[config.mk]
export PLATFORM = sky130hd
export DESIGN_NAME = contour_to_quadratic_segments_core_flat
export DESIGN_NICKNAME = d
export VERILOG_FILES = /design/src/hdl/ctqs_pkg.sv /design/src/hdl/ctqs_pt_if.sv /design/src/hdl/ctqs_seg_if.sv /design/src/hdl/ctqs_front.sv /design/src/hdl/ctqs_queue.sv /design/src/hdl/ctqs_back.sv /design/src/hdl/contour_to_quadratic_segments_core.sv /design/src/flat_wrapper.sv
export SDC_FILE = /design/constraint.sdc
export NUM_CORES = 1
export LEC_CHECK = 0
export ABC_AREA = 1
export BUFFER_PORTS_ARGS = -buffer_cell sky130_fd_sc_hd__buf_2
export CAP_MARGIN = 20
export CELL_PAD_IN_SITES_DETAIL_PLACEMENT = 0
export CELL_PAD_IN_SITES_GLOBAL_PLACEMENT = 2
export CORE_MARGIN = 5
export CORE_UTILIZATION = 40
export DETAILED_ROUTE_END_ITERATION = 6
export GPL_TIMING_DRIVEN = 0
export PLACE_DENSITY = 0.9
export SYNTH_ARGS = -nofsm -noshare
export SYNTH_HDL_FRONTEND = slang
export SYNTH_SLANG_ARGS = --single-unit
[constraint.sdc]
create_clock -name i_clk -period 13.9 [get_ports i_clk]
set_clock_uncertainty 0.2 [all_clocks]
set_input_delay 2.78 -clock i_clk [delete_from_list [all_inputs] [get_ports i_clk]]
set_output_delay 2.78 -clock i_clk [all_outputs]
set_load 0.01 [all_outputs]
[src/hdl/ctqs_pkg.sv]
// Package for the contour-to-quadratic segment core.
// Holds coordinate width, segment kind codes, segment and queue entry types.
// No dependencies; every other file refers to it by scoped names.
package ctqs_pkg;

    localparam int COORD_WIDTH = 24;
    localparam int QDEPTH      = 2;
    localparam int QIDX_W      = (QDEPTH > 1) ? $clog2(QDEPTH) : 1;
    localparam int QCNT_W      = $clog2(QDEPTH + 1);

    typedef logic signed [COORD_WIDTH-1:0] t_coord;

    typedef enum logic [1:0] {
        KIND_MOVE = 2'd0,
        KIND_LINE = 2'd1,
        KIND_QUAD = 2'd2
    } t_kind;

    typedef struct packed {
        t_kind  kind;
        t_coord cx;
        t_coord cy;
        t_coord ex;
        t_coord ey;
        logic   last;
    } t_seg;

    // One accepted point that produced one or two segments
    typedef struct packed {
        logic two;
        t_seg s0;
        t_seg s1;
    } t_entry;

    typedef struct packed {
        logic full;
        logic empty;
    } t_q_stat;

    // floor((a + b) / 2) at full precision
    function automatic t_coord mid_floor(input t_coord a, input t_coord b);
        logic signed [COORD_WIDTH:0] sum;
        sum = {a[COORD_WIDTH-1], a} + {b[COORD_WIDTH-1], b};
        return sum[COORD_WIDTH:1];
    endfunction

endpackage

[src/hdl/ctqs_pt_if.sv]
// Point channel interface: valid/ready handshake with one outline point.
// Depends on ctqs_pkg for the coordinate width.
interface ctqs_pt_if;
    logic                                valid;
    logic                                ready;
    logic signed [ctqs_pkg::COORD_WIDTH-1:0] point_x;
    logic signed [ctqs_pkg::COORD_WIDTH-1:0] point_y;
    logic                                point_on;
    logic                                contour_end;

    modport source (output valid, point_x, point_y, point_on, contour_end, input ready);
    modport sink   (input valid, point_x, point_y, point_on, contour_end, output ready);
endinterface

[src/hdl/ctqs_seg_if.sv]
// Segment channel interface: valid/ready handshake with one path segment.
// Depends on ctqs_pkg for the coordinate width.
interface ctqs_seg_if;
    logic                                valid;
    logic                                ready;
    logic [1:0]                          seg_kind;
    logic signed [ctqs_pkg::COORD_WIDTH-1:0] ctrl_x;
    logic signed [ctqs_pkg::COORD_WIDTH-1:0] ctrl_y;
    logic signed [ctqs_pkg::COORD_WIDTH-1:0] end_x;
    logic signed [ctqs_pkg::COORD_WIDTH-1:0] end_y;
    logic                                last_of_run;

    modport source (output valid, seg_kind, ctrl_x, ctrl_y, end_x, end_y, last_of_run,
                    input ready);
    modport sink   (input valid, seg_kind, ctrl_x, ctrl_y, end_x, end_y, last_of_run,
                    output ready);
endinterface

[src/hdl/ctqs_front.sv]
// Front end: accepts points, tracks contour state and builds segment entries.
// Depends on ctqs_pkg and ctqs_pt_if.
module ctqs_front (
    input  logic              i_clk,
    input  logic              i_rst_n,
    ctqs_pt_if.sink           i_pt,
    output logic              o_push_valid,
    output ctqs_pkg::t_entry  o_push_entry,
    input  logic              i_push_ready
);

    logic             r_in_contour, n_in_contour;
    logic             r_held_valid, n_held_valid;
    ctqs_pkg::t_coord r_start_x, n_start_x;
    ctqs_pkg::t_coord r_start_y, n_start_y;
    ctqs_pkg::t_coord r_held_x, n_held_x;
    ctqs_pkg::t_coord r_held_y, n_held_y;

    logic             accept;
    logic             has_seg;
    ctqs_pkg::t_seg   seg_a;
    ctqs_pkg::t_seg   seg_b;
    ctqs_pkg::t_entry entry;

    assign i_pt.ready = i_push_ready;
    assign accept     = i_pt.valid && i_pt.ready;

    always_comb begin
        n_in_contour = r_in_contour;
        n_held_valid = r_held_valid;
        n_start_x    = r_start_x;
        n_start_y    = r_start_y;
        n_held_x     = r_held_x;
        n_held_y     = r_held_y;

        seg_a = '{kind: ctqs_pkg::KIND_LINE, cx: '0, cy: '0,
                  ex: i_pt.point_x, ey: i_pt.point_y, last: 1'b0};
        // closing segment back to the start
        seg_b = '{kind: ctqs_pkg::KIND_LINE, cx: '0, cy: '0,
                  ex: r_start_x, ey: r_start_y, last: 1'b1};
        has_seg = 1'b1;
        entry.two = 1'b0;

        if (!r_in_contour) begin
            seg_a.kind   = ctqs_pkg::KIND_MOVE;
            seg_b.ex     = i_pt.point_x;
            seg_b.ey     = i_pt.point_y;
            entry.two    = i_pt.contour_end;
            n_start_x    = i_pt.point_x;
            n_start_y    = i_pt.point_y;
            n_held_valid = 1'b0;
            n_in_contour = !i_pt.contour_end;
        end else if (i_pt.point_on) begin
            if (r_held_valid) begin
                seg_a.kind = ctqs_pkg::KIND_QUAD;
                seg_a.cx   = r_held_x;
                seg_a.cy   = r_held_y;
            end
            entry.two    = i_pt.contour_end;
            n_held_valid = 1'b0;
            n_in_contour = !i_pt.contour_end;
        end else begin
            seg_a = '{kind: ctqs_pkg::KIND_QUAD, cx: r_held_x, cy: r_held_y,
                      ex: ctqs_pkg::mid_floor(r_held_x, i_pt.point_x),
                      ey: ctqs_pkg::mid_floor(r_held_y, i_pt.point_y), last: 1'b0};
            seg_b.kind = ctqs_pkg::KIND_QUAD;
            seg_b.cx   = i_pt.point_x;
            seg_b.cy   = i_pt.point_y;
            entry.two  = r_held_valid && i_pt.contour_end;
            has_seg    = r_held_valid || i_pt.contour_end;
            // no held point: the closing quadratic is the only segment
            if (!r_held_valid) begin
                seg_a = seg_b;
            end
            if (i_pt.contour_end) begin
                n_held_valid = 1'b0;
                n_in_contour = 1'b0;
            end else begin
                n_held_x     = i_pt.point_x;
                n_held_y     = i_pt.point_y;
                n_held_valid = 1'b1;
            end
        end

        seg_a.last = !entry.two;
        entry.s0   = seg_a;
        entry.s1   = seg_b;
    end

    assign o_push_valid = i_pt.valid && has_seg;
    assign o_push_entry = entry;

    always_ff @(posedge i_clk) begin
        if (!i_rst_n) begin
            r_in_contour <= 1'b0;
            r_held_valid <= 1'b0;
            r_start_x    <= '0;
            r_start_y    <= '0;
            r_held_x     <= '0;
            r_held_y     <= '0;
        end else if (accept) begin
            r_in_contour <= n_in_contour;
            r_held_valid <= n_held_valid;
            r_start_x    <= n_start_x;
            r_start_y    <= n_start_y;
            r_held_x     <= n_held_x;
            r_held_y     <= n_held_y;
        end
    end

endmodule

[src/hdl/ctqs_queue.sv]
// Short register queue between front end and back end.
// Depends on ctqs_pkg for entry type and depth.
module ctqs_queue (
    input  logic              i_clk,
    input  logic              i_rst_n,
    input  logic              i_push_valid,
    input  ctqs_pkg::t_entry  i_push_entry,
    output logic              o_push_ready,
    output logic              o_pop_valid,
    output ctqs_pkg::t_entry  o_pop_entry,
    input  logic              i_pop_ready,
    output ctqs_pkg::t_q_stat o_stat
);

    ctqs_pkg::t_entry r_mem [ctqs_pkg::QDEPTH];
    logic [ctqs_pkg::QIDX_W-1:0] r_wr, r_rd;
    logic [ctqs_pkg::QCNT_W-1:0] r_cnt;
    logic push, pop;

    assign o_stat.full   = (r_cnt == ctqs_pkg::QCNT_W'(ctqs_pkg::QDEPTH));
    assign o_stat.empty  = (r_cnt == '0);
    assign o_push_ready  = !o_stat.full;
    assign o_pop_valid   = !o_stat.empty;
    assign o_pop_entry   = r_mem[r_rd];
    assign push          = i_push_valid && o_push_ready;
    assign pop           = o_pop_valid && i_pop_ready;

    always_ff @(posedge i_clk) begin
        if (push) begin
            r_mem[r_wr] <= i_push_entry;
        end
    end

    always_ff @(posedge i_clk) begin
        if (!i_rst_n) begin
            r_wr  <= '0;
            r_rd  <= '0;
            r_cnt <= '0;
        end else begin
            if (push) begin
                r_wr <= (r_wr == ctqs_pkg::QIDX_W'(ctqs_pkg::QDEPTH - 1)) ? '0 :
                        r_wr + ctqs_pkg::QIDX_W'(1);
            end
            if (pop) begin
                r_rd <= (r_rd == ctqs_pkg::QIDX_W'(ctqs_pkg::QDEPTH - 1)) ? '0 :
                        r_rd + ctqs_pkg::QIDX_W'(1);
            end
            if (push && !pop) begin
                r_cnt <= r_cnt + ctqs_pkg::QCNT_W'(1);
            end else if (pop && !push) begin
                r_cnt <= r_cnt - ctqs_pkg::QCNT_W'(1);
            end
        end
    end

endmodule

[src/hdl/ctqs_back.sv]
// Back end: unpacks queue entries into one segment per transfer.
// Depends on ctqs_pkg and ctqs_seg_if.
module ctqs_back (
    input  logic              i_clk,
    input  logic              i_rst_n,
    input  logic              i_pop_valid,
    input  ctqs_pkg::t_entry  i_entry,
    output logic              o_pop_ready,
    ctqs_seg_if.source        o_seg
);

    logic           r_valid, n_valid;
    logic           r_pend, n_pend;
    ctqs_pkg::t_seg r_seg, n_seg;
    ctqs_pkg::t_seg r_pend_seg, n_pend_seg;
    logic           pop;

    // take a new entry only when no second segment waits
    assign o_pop_ready = !r_pend && (!r_valid || o_seg.ready);
    assign pop         = i_pop_valid && o_pop_ready;

    always_comb begin
        n_valid    = r_valid;
        n_pend     = r_pend;
        n_seg      = r_seg;
        n_pend_seg = r_pend_seg;
        if (r_valid && o_seg.ready) begin
            if (r_pend) begin
                n_seg  = r_pend_seg;
                n_pend = 1'b0;
            end else begin
                n_valid = 1'b0;
            end
        end
        if (pop) begin
            n_valid    = 1'b1;
            n_seg      = i_entry.s0;
            n_pend     = i_entry.two;
            n_pend_seg = i_entry.s1;
        end
    end

    always_ff @(posedge i_clk) begin
        if (!i_rst_n) begin
            r_valid <= 1'b0;
            r_pend  <= 1'b0;
        end else begin
            r_valid <= n_valid;
            r_pend  <= n_pend;
        end
    end

    always_ff @(posedge i_clk) begin
        r_seg      <= n_seg;
        r_pend_seg <= n_pend_seg;
    end

    assign o_seg.valid       = r_valid;
    assign o_seg.seg_kind    = r_seg.kind;
    assign o_seg.ctrl_x      = r_seg.cx;
    assign o_seg.ctrl_y      = r_seg.cy;
    assign o_seg.end_x       = r_seg.ex;
    assign o_seg.end_y       = r_seg.ey;
    assign o_seg.last_of_run = r_seg.last;

endmodule

[src/hdl/contour_to_quadratic_segments_core.sv]
// Top level of the contour-to-quadratic segment core.
// Depends on ctqs_pkg, ctqs_pt_if, ctqs_seg_if, ctqs_front, ctqs_queue, ctqs_back.
//
//   channel   dir   handshake      payload
//   i_pt      in    valid/ready    point_x, point_y, point_on, contour_end
//   o_seg     out   valid/ready    seg_kind, ctrl_x, ctrl_y, end_x, end_y, last_of_run
//
// A point is accepted in any cycle the two-entry queue has room; it yields
// zero, one or two segments. The segment register sends one segment per cycle
// while o_seg.ready is high, so one-segment points then flow at one per cycle.
// The first segment of a point is registered in the queue, then in the segment register.
// Reset (synchronous, active low) clears contour state, queue and output valid.
// Output stalls fill the queue and then drop i_pt.ready; input idles never
// block segments already queued.
module contour_to_quadratic_segments_core (
    input  logic       i_clk,
    input  logic       i_rst_n,
    ctqs_pt_if.sink    i_pt,
    ctqs_seg_if.source o_seg
);

    // front end to queue
    logic              push_valid;
    logic              push_ready;
    ctqs_pkg::t_entry  push_entry;

    // queue to back end
    logic              pop_valid;
    logic              pop_ready;
    ctqs_pkg::t_entry  pop_entry;
    ctqs_pkg::t_q_stat q_stat;

    // Classify each point against the open contour and hold pending state
    ctqs_front u_front (
        .i_clk        (i_clk),
        .i_rst_n      (i_rst_n),
        .i_pt         (i_pt),
        .o_push_valid (push_valid),
        .o_push_entry (push_entry),
        .i_push_ready (push_ready)
    );

    // Decouple the two sides so each can stall on its own
    ctqs_queue u_queue (
        .i_clk        (i_clk),
        .i_rst_n      (i_rst_n),
        .i_push_valid (push_valid),
        .i_push_entry (push_entry),
        .o_push_ready (push_ready),
        .o_pop_valid  (pop_valid),
        .o_pop_entry  (pop_entry),
        .i_pop_ready  (pop_ready),
        .o_stat       (q_stat)
    );

    // Send queued segments one transfer at a time
    ctqs_back u_back (
        .i_clk       (i_clk),
        .i_rst_n     (i_rst_n),
        .i_pop_valid (pop_valid),
        .i_entry     (pop_entry),
        .o_pop_ready (pop_ready),
        .o_seg       (o_seg)
    );

`ifndef NO_ASSERTIONS
    // Move and line segments carry a zero control point
    a_zero_ctrl: assert property (@(posedge i_clk) disable iff (!i_rst_n)
        (o_seg.valid && (o_seg.seg_kind == ctqs_pkg::KIND_MOVE ||
                         o_seg.seg_kind == ctqs_pkg::KIND_LINE))
        |-> (o_seg.ctrl_x == '0 && o_seg.ctrl_y == '0))
        else $error("move or line segment with nonzero control");

    // Present only the defined kind codes
    a_kind_code: assert property (@(posedge i_clk) disable iff (!i_rst_n)
        o_seg.valid |-> (o_seg.seg_kind == ctqs_pkg::KIND_MOVE ||
                         o_seg.seg_kind == ctqs_pkg::KIND_LINE ||
                         o_seg.seg_kind == ctqs_pkg::KIND_QUAD))
        else $error("invalid segment kind");

    // Input is stalled exactly when the queue is full
    a_stall_full: assert property (@(posedge i_clk) disable iff (!i_rst_n)
        (!i_pt.ready) |-> (q_stat.full && !q_stat.empty))
        else $error("input stalled without a full queue");

    // A queued entry is presented to the back end
    a_queue_pop: assert property (@(posedge i_clk) disable iff (!i_rst_n)
        (pop_valid && pop_ready) |=> o_seg.valid)
        else $error("popped entry not presented");
`endif

endmodule

[src/flat_wrapper.sv]
// flat-port wrapper written by rule: the top's interface ports become plain ports
module contour_to_quadratic_segments_core_flat 
  (i_clk, i_rst_n, i_pt_valid, i_pt_point_x, i_pt_point_y, i_pt_point_on, i_pt_contour_end, i_pt_ready, o_seg_valid, o_seg_seg_kind, o_seg_ctrl_x, o_seg_ctrl_y, o_seg_end_x, o_seg_end_y, o_seg_last_of_run, o_seg_ready);
  ctqs_pt_if i_pt_i ();
  ctqs_seg_if o_seg_i ();
  input  logic i_clk;
  input  logic i_rst_n;
  input wire logic [$bits(i_pt_i.valid)-1:0] i_pt_valid;
  input wire logic [$bits(i_pt_i.point_x)-1:0] i_pt_point_x;
  input wire logic [$bits(i_pt_i.point_y)-1:0] i_pt_point_y;
  input wire logic [$bits(i_pt_i.point_on)-1:0] i_pt_point_on;
  input wire logic [$bits(i_pt_i.contour_end)-1:0] i_pt_contour_end;
  output wire logic [$bits(i_pt_i.ready)-1:0] i_pt_ready;
  output wire logic [$bits(o_seg_i.valid)-1:0] o_seg_valid;
  output wire logic [$bits(o_seg_i.seg_kind)-1:0] o_seg_seg_kind;
  output wire logic [$bits(o_seg_i.ctrl_x)-1:0] o_seg_ctrl_x;
  output wire logic [$bits(o_seg_i.ctrl_y)-1:0] o_seg_ctrl_y;
  output wire logic [$bits(o_seg_i.end_x)-1:0] o_seg_end_x;
  output wire logic [$bits(o_seg_i.end_y)-1:0] o_seg_end_y;
  output wire logic [$bits(o_seg_i.last_of_run)-1:0] o_seg_last_of_run;
  input wire logic [$bits(o_seg_i.ready)-1:0] o_seg_ready;
  assign i_pt_i.valid = i_pt_valid;
  assign i_pt_i.point_x = i_pt_point_x;
  assign i_pt_i.point_y = i_pt_point_y;
  assign i_pt_i.point_on = i_pt_point_on;
  assign i_pt_i.contour_end = i_pt_contour_end;
  assign i_pt_ready = i_pt_i.ready;
  assign o_seg_valid = o_seg_i.valid;
  assign o_seg_seg_kind = o_seg_i.seg_kind;
  assign o_seg_ctrl_x = o_seg_i.ctrl_x;
  assign o_seg_ctrl_y = o_seg_i.ctrl_y;
  assign o_seg_end_x = o_seg_i.end_x;
  assign o_seg_end_y = o_seg_i.end_y;
  assign o_seg_last_of_run = o_seg_i.last_of_run;
  assign o_seg_i.ready = o_seg_ready;
  contour_to_quadratic_segments_core u_core (.i_clk(i_clk), .i_rst_n(i_rst_n), .i_pt(i_pt_i), .o_seg(o_seg_i));
endmodule
* Word-level counts from Yosys, hierarchy flattened
Memory sizes are Yosys's and may differ from the RTL's. A register that Yosys moved wholly into a read port is not among the register bits.
Cells that the tools add are included.
** Cells by class
- Add/sub/neg operators :: 6
- Bitwise operators :: 3
- Reductions and logical operators :: 27
- Multiplexer cells :: 34
- Eq/ne operators :: 2
** Operators by type and width (count)
- 99-bit two-way mux :: 3
- 50-bit two-way mux :: 4
- 97-bit two-way mux :: 2
- 24-bit by 24-bit adder with 25-bit output :: 2
- 49-bit two-way mux :: 1
- 48-bit two-way mux :: 1
- 1-bit two-way mux :: 20
- 1-bit logical AND :: 9
- 1-bit logical NOT :: 8
- 2-bit two-way mux :: 3
- 2-bit AND reduction :: 3
- 2-bit nonzero test :: 3
- 4-bit AND reduction :: 1
- 1-bit NOT :: 3
- 1-bit adder, second input constant :: 2
- 2-bit by 1-bit adder with 2-bit output, second input constant :: 1
- 2-bit equality test, second input constant :: 1
- 2-bit logical NOT :: 1
- 1-bit logical OR :: 2
- 2-bit by 1-bit inequality test with 1-bit output, second input constant :: 1
- 2-bit by 1-bit subtractor with 2-bit output, second input constant :: 1
** Storage, ports and cells
- Word-level logic and storage cells :: 96
- Bits of input ports :: 54
- Bits in writable memories :: 396
- Output and inout bits :: 101
- Register bits :: 302
- Memories :: 1
** Memories
- u_core.u_queue.r_mem :: words 2, width 198, rd ports 1, clocked after memory_dff 1, wr ports 1, line ctqs_queue.sv:15 : ctqs_pkg::t_entry r_mem [ctqs_pkg::QDEPTH];

* Longest topological paths before layout
- Word-level depth :: 9
- Mapped depth :: 13

* Hierarchy
Synthesis repeated with hierarchy kept, for this count alone.
** Second synthesis, totals
- Cell total of the unflattened synthesis :: 2804
- Area total of the unflattened synthesis :: 31506.5 sq um
** Modules (own cells, without submodules)
- ctqs_queue :: sequential area each 12051.6 sq um, instances 1, area an instance 15014.4 sq um, cells an instance 659
- ctqs_front :: sequential area each 1961.9 sq um, instances 1, area an instance 9188.8 sq um, cells an instance 1613
- ctqs_back :: sequential area each 5985.7 sq um, instances 1, area an instance 7303.3 sq um, cells an instance 532

* Least setup slack after synthesis
No wires, ideal clock.
- Kind :: input to register
- Start point :: in i_pt_point_on
- End point :: mem u_core.u_queue.r_mem[1][0] (netlist bit) (enable)
- Path buffers :: 0
- Data required time :: 12.940 ns
- Path slack :: 1.495 ns
- Stages on the path :: 6
- Arrival time :: 11.445 ns
- Cell sequence :: nor2_2 inv_2 nor2_4 inv_2 o21ai_2 nor2_1
** Between the ends
- Word-level cells in the longest chain between the ends :: 6
** Ends and longest elaborated chain
- start, declared :: line flat_wrapper.sv:11 : input wire logic [$bits(i_pt_i.point_on)-1:0] i_pt_point_on;
- 1-bit two-way mux :: line ctqs_front.sv:53 : end else if (i_pt.point_on) begin
- 1-bit two-way mux :: line ctqs_front.sv:44 : if (!r_in_contour) begin
- 1-bit logical AND :: line ctqs_front.sv:90 : assign o_push_valid = i_pt.valid && has_seg;
- 1-bit logical AND :: line ctqs_queue.sv:25 : assign push = i_push_valid && o_push_ready;
- 1-bit two-way mux :: line ctqs_queue.sv:29 : if (push) begin
- 1-bit two-way mux (implied by the code) :: line ctqs_queue.sv:30 : r_mem[r_wr] <= i_push_entry;
- end, declared :: line ctqs_queue.sv:15
No other way between the ends.

==> flow_summary.json <==
{
  "regArea_sq_um": 19910,
  "grt-ovfl-total": 0,
  "path_clk_slew_ps": 60,
  "irDropWorstVdd_mv": 0.1375,
  "hold_path_depth": 1,
  "cts.path.max_buffers": 3,
  "worstSetupEndpointType": "flop",
  "std_cell_rows": 101,
  "root_buffer": "clkbuf_16",
  "finalSetupViolCount": 0,
  "postCtsResizedCells": 0,
  "crit_start": "o_seg_ready",
  "tightest_slew_ps": 1101,
  "p_leak_uw": 0.01443,
  "insertion_delay_ps": 620,
  "yosys.area.top_type": "edfxtp_1",
  "core_sq_um": 76080,
  "crit_required_ps": 13990,
  "dr.pass1.iters": 5,
  "routed-via-count": 21950,
  "synthMostInstantiatedCell": "nand2_1",
  "min_to": "u_core.u_queue.r_rd",
  "finalHoldViolations": 0,
  "cts_made_buffers": 77,
  "arrival_ps": 5430,
  "yosys_most_used_dff": "edfxtp_1",
  "status": "finished, final reports clean",
  "fp.dieW_um": 287.0,
  "via_per_inst": 5.031,
  "finalWirelength_um": 89940,
  "multiInputGateArea_sq_um": 9086,
  "port_buffers": 153,
  "whs_ps": 255.4,
  "fmax_mhz": 187.4,
  "synth-edff-count": 593,
  "reg2reg_setup_slack_ps": 10340,
  "wl_per_cell_um": 20.61,
  "seq_power_share_pct": 44.4,
  "yosys-top-cells-count": "880 x nand2_1, 593 x edfxtp_1, 365 x nor2_1",
  "pin_count": 155,
  "dp_hpwl_um": 66060,
  "grt_max_degree": 35,
  "gp_congestion": 0.9133,
  "synth_cell_types": 44,
  "htree_levels": 3,
  "grt_usage_pct": 21.45,
  "holdBufCountCts": 0,
  "final_design_area_no_fill_sq_um": 35680,
  "hold_class": "flop to flop",
  "syn_area_per_cell_sq_um": 10.21,
  "synth_warnings": 0,
  "yosysSeqAreaShare_pct": 64.88,
  "area_growth_pct": 16.28,
  "post-place-ws_ps": 7962,
  "finalNetCount": 3365,
  "fin_ws_ps": 8565,
  "tritoncts": "built",
  "post-route-period-util_pct": 38.38,
  "rsz0062_at_grt": "no",
  "max-cap-violations": 0,
  "r2r_end": "u_core.u_back.o_seg.end_y[7]",
  "intPower_uw": 4667,
  "synth_nets": 3110,
  "swShare_pct": 33.62,
  "power_uw": 7031,
  "route.detailed.drc": 0,
  "reg2regPathDepth": 9,
  "start_util_pct": 40.34,
  "syn_area_sq_um": 30690,
  "final_util_pct": 46.91,
  "path_class": "primary input to flop",
  "antenna_found_initial": 14,
  "power.share.clock_pct": 27.8,
  "synth_cells": 3007,
  "post-cts-setup-buffers": 0,
  "place_area_sq_um": 33230,
  "grt_pass1_vias": 21130,
  "drt-initial-drc-count": 1878,
  "ys_ff_latch": 698,
  "synthTopCellsByArea": "edfxtp_1 58%, nand2_1 11%, dfxtp_1 6.8%",
  "layout-drive-gt1-share_pct": 11.25,
  "worstSetupStartpointType": "primary input",
  "grt_pass1_wl_um": 133400,
  "detail-route-antenna-nets": 0,
  "fin_crit_ps": 5335,
  "cts_sinks": 698,
  "crit_fanout": 21,
  "netlist.area_leader.share_pct": 58.03,
  "dieArea_sq_um": 82360,
  "slew_headroom_pct": 26.61,
  "timing.rr.start": "u_core.u_queue.r_cnt[0]",
  "async_reset_ff_share_pct": 0,
  "min_from": "u_core.u_queue.r_rd",
  "power.switching_uw": 2364,
  "die_y_um": 287.0,
  "report.final.slew_viol_count": 0,
  "comb_power_share_pct": 27.8,
  "p_per_area_nw_per_um2": 197.0,
  "fillerInstances": 7187
}
sequential cells by signal, summed over array words and instances, names as in the netlist, named ones only:
register and cells:
u_core.u_queue.r_wr 1, u_core.u_queue.r_rd 1, u_core.u_front.r_held_y 24, u_core.u_front.r_in_contour 1, u_core.u_queue.r_cnt 2, u_core.u_back.o_seg.seg_kind 2, u_core.u_front.r_start_y 24, u_core.u_queue.r_mem 396
u_core.u_back.r_pend 1, u_core.u_front.r_held_x 24, u_core.u_back.o_seg.ctrl_y 24, u_core.u_front.r_held_valid 1, u_core.u_front.r_start_x 24, u_core.u_back.o_seg.ctrl_x 24, u_core.u_back.o_seg.end_x 24, u_core.u_back.o_seg.end_y 24
u_core.u_back.r_pend_seg 98, u_core.u_back.o_seg.valid 1, u_core.u_back.o_seg.last_of_run 1
routing by layer:
metal | track usage (%) | up-vias | wire length (um)
met1 | 29.83 | 10410 | 39910
met4 | 5.488 | 12 | 1913
li1 | - | 10710 | -
met2 | 34.37 | 695 | 41210
met5 | 0 | - | 71
met3 | 4.837 | 119 | 6834
worst max path at each step:
| stage | endpoint | slack (ps) | cells after the start |
|---|---|---|---|
| CTS | u_core.u_queue.r_cnt[1] | 8620 | 13 |
| floorplan | u_core.u_queue.r_mem[1][0] | 1490 | 6 |
| global placement | u_core.u_queue.r_mem[0][134] | -4330 | 7 |
| global route | u_core.u_queue.r_cnt[1] | 8420 | 13 |
| finish | u_core.u_back.o_seg.end_y[7] | 8560 | 8 |
| detailed placement | u_core.u_queue.r_cnt[1] | 7960 | 13 |
layout make-up:
| class | instances | share of cell area [%] |
|---|---|---|
| Tap cell | 1030 | 3.612 |
| Antenna cell | 9 | 0.06311 |
| Buffer | 138 | 1.764 |
| Inverter | 289 | 3.040 |
| Timing Repair Buffer | 176 | 3.492 |
| Clock buffer | 98 | 5.824 |
| Multi-Input combinational cell | 1882 | 25.46 |
| Sequential cell | 698 | 55.79 |
| Clock inverter | 43 | 0.9502 |
metrics by stage:
stage / instances / setup TNS, ps
after floorplan: 3007 / 0
after global placement: 4190 / -1704040
after CTS: 4353 / 0
after global routing: 4356 / 0
final: 4363 / 0
after detailed placement: 4212 / 0
logic make-up after synthesis:
group | count (synthesis) | share of synthesized area [%]
buffers and inverters | 427 | 5.586
DFF | 698 | 64.88
xor gates and xnor gates | 10 | 0.2854
adders and majority gates | 49 | 2.047
AOI/OAI and AO/OA | 469 | 10.02
and+or+nand+nor | 1354 | 17.19
worst max-delay path, cell delays in order:
cell      delay (ps)
buf_2             90
inv_1             70
a21oi_4          630
buf_12           280
buf_16           190
inv_2            210
clkbuf_1         370
o31ai_1          750
power groups by stage:
stage                     clock [uW]  combinational (uW)  sequential [uW]
after global placement             0                1850             3300
after floorplan                    0                1010             3310
after global routing            2080                2140             3170
final                           1960                1950             3120
after detailed placement           0                1970             3160
after CTS                       1990                1980             3130
layout by cell type, fill, tap and decap left out, drive strengths merged, types with 24 or more instances in the layout:
master / count
ha: 47
dfxtp: 105
inv: 299
o31ai: 98
nand3: 79
clkbuf: 191
o21ai: 126
buf: 221
clkinv: 24
a211oi: 47
edfxtp: 593
nor2: 368
nand2: 880
a21oi: 134
o22a: 47
Power figures use the tool's default switching activity.
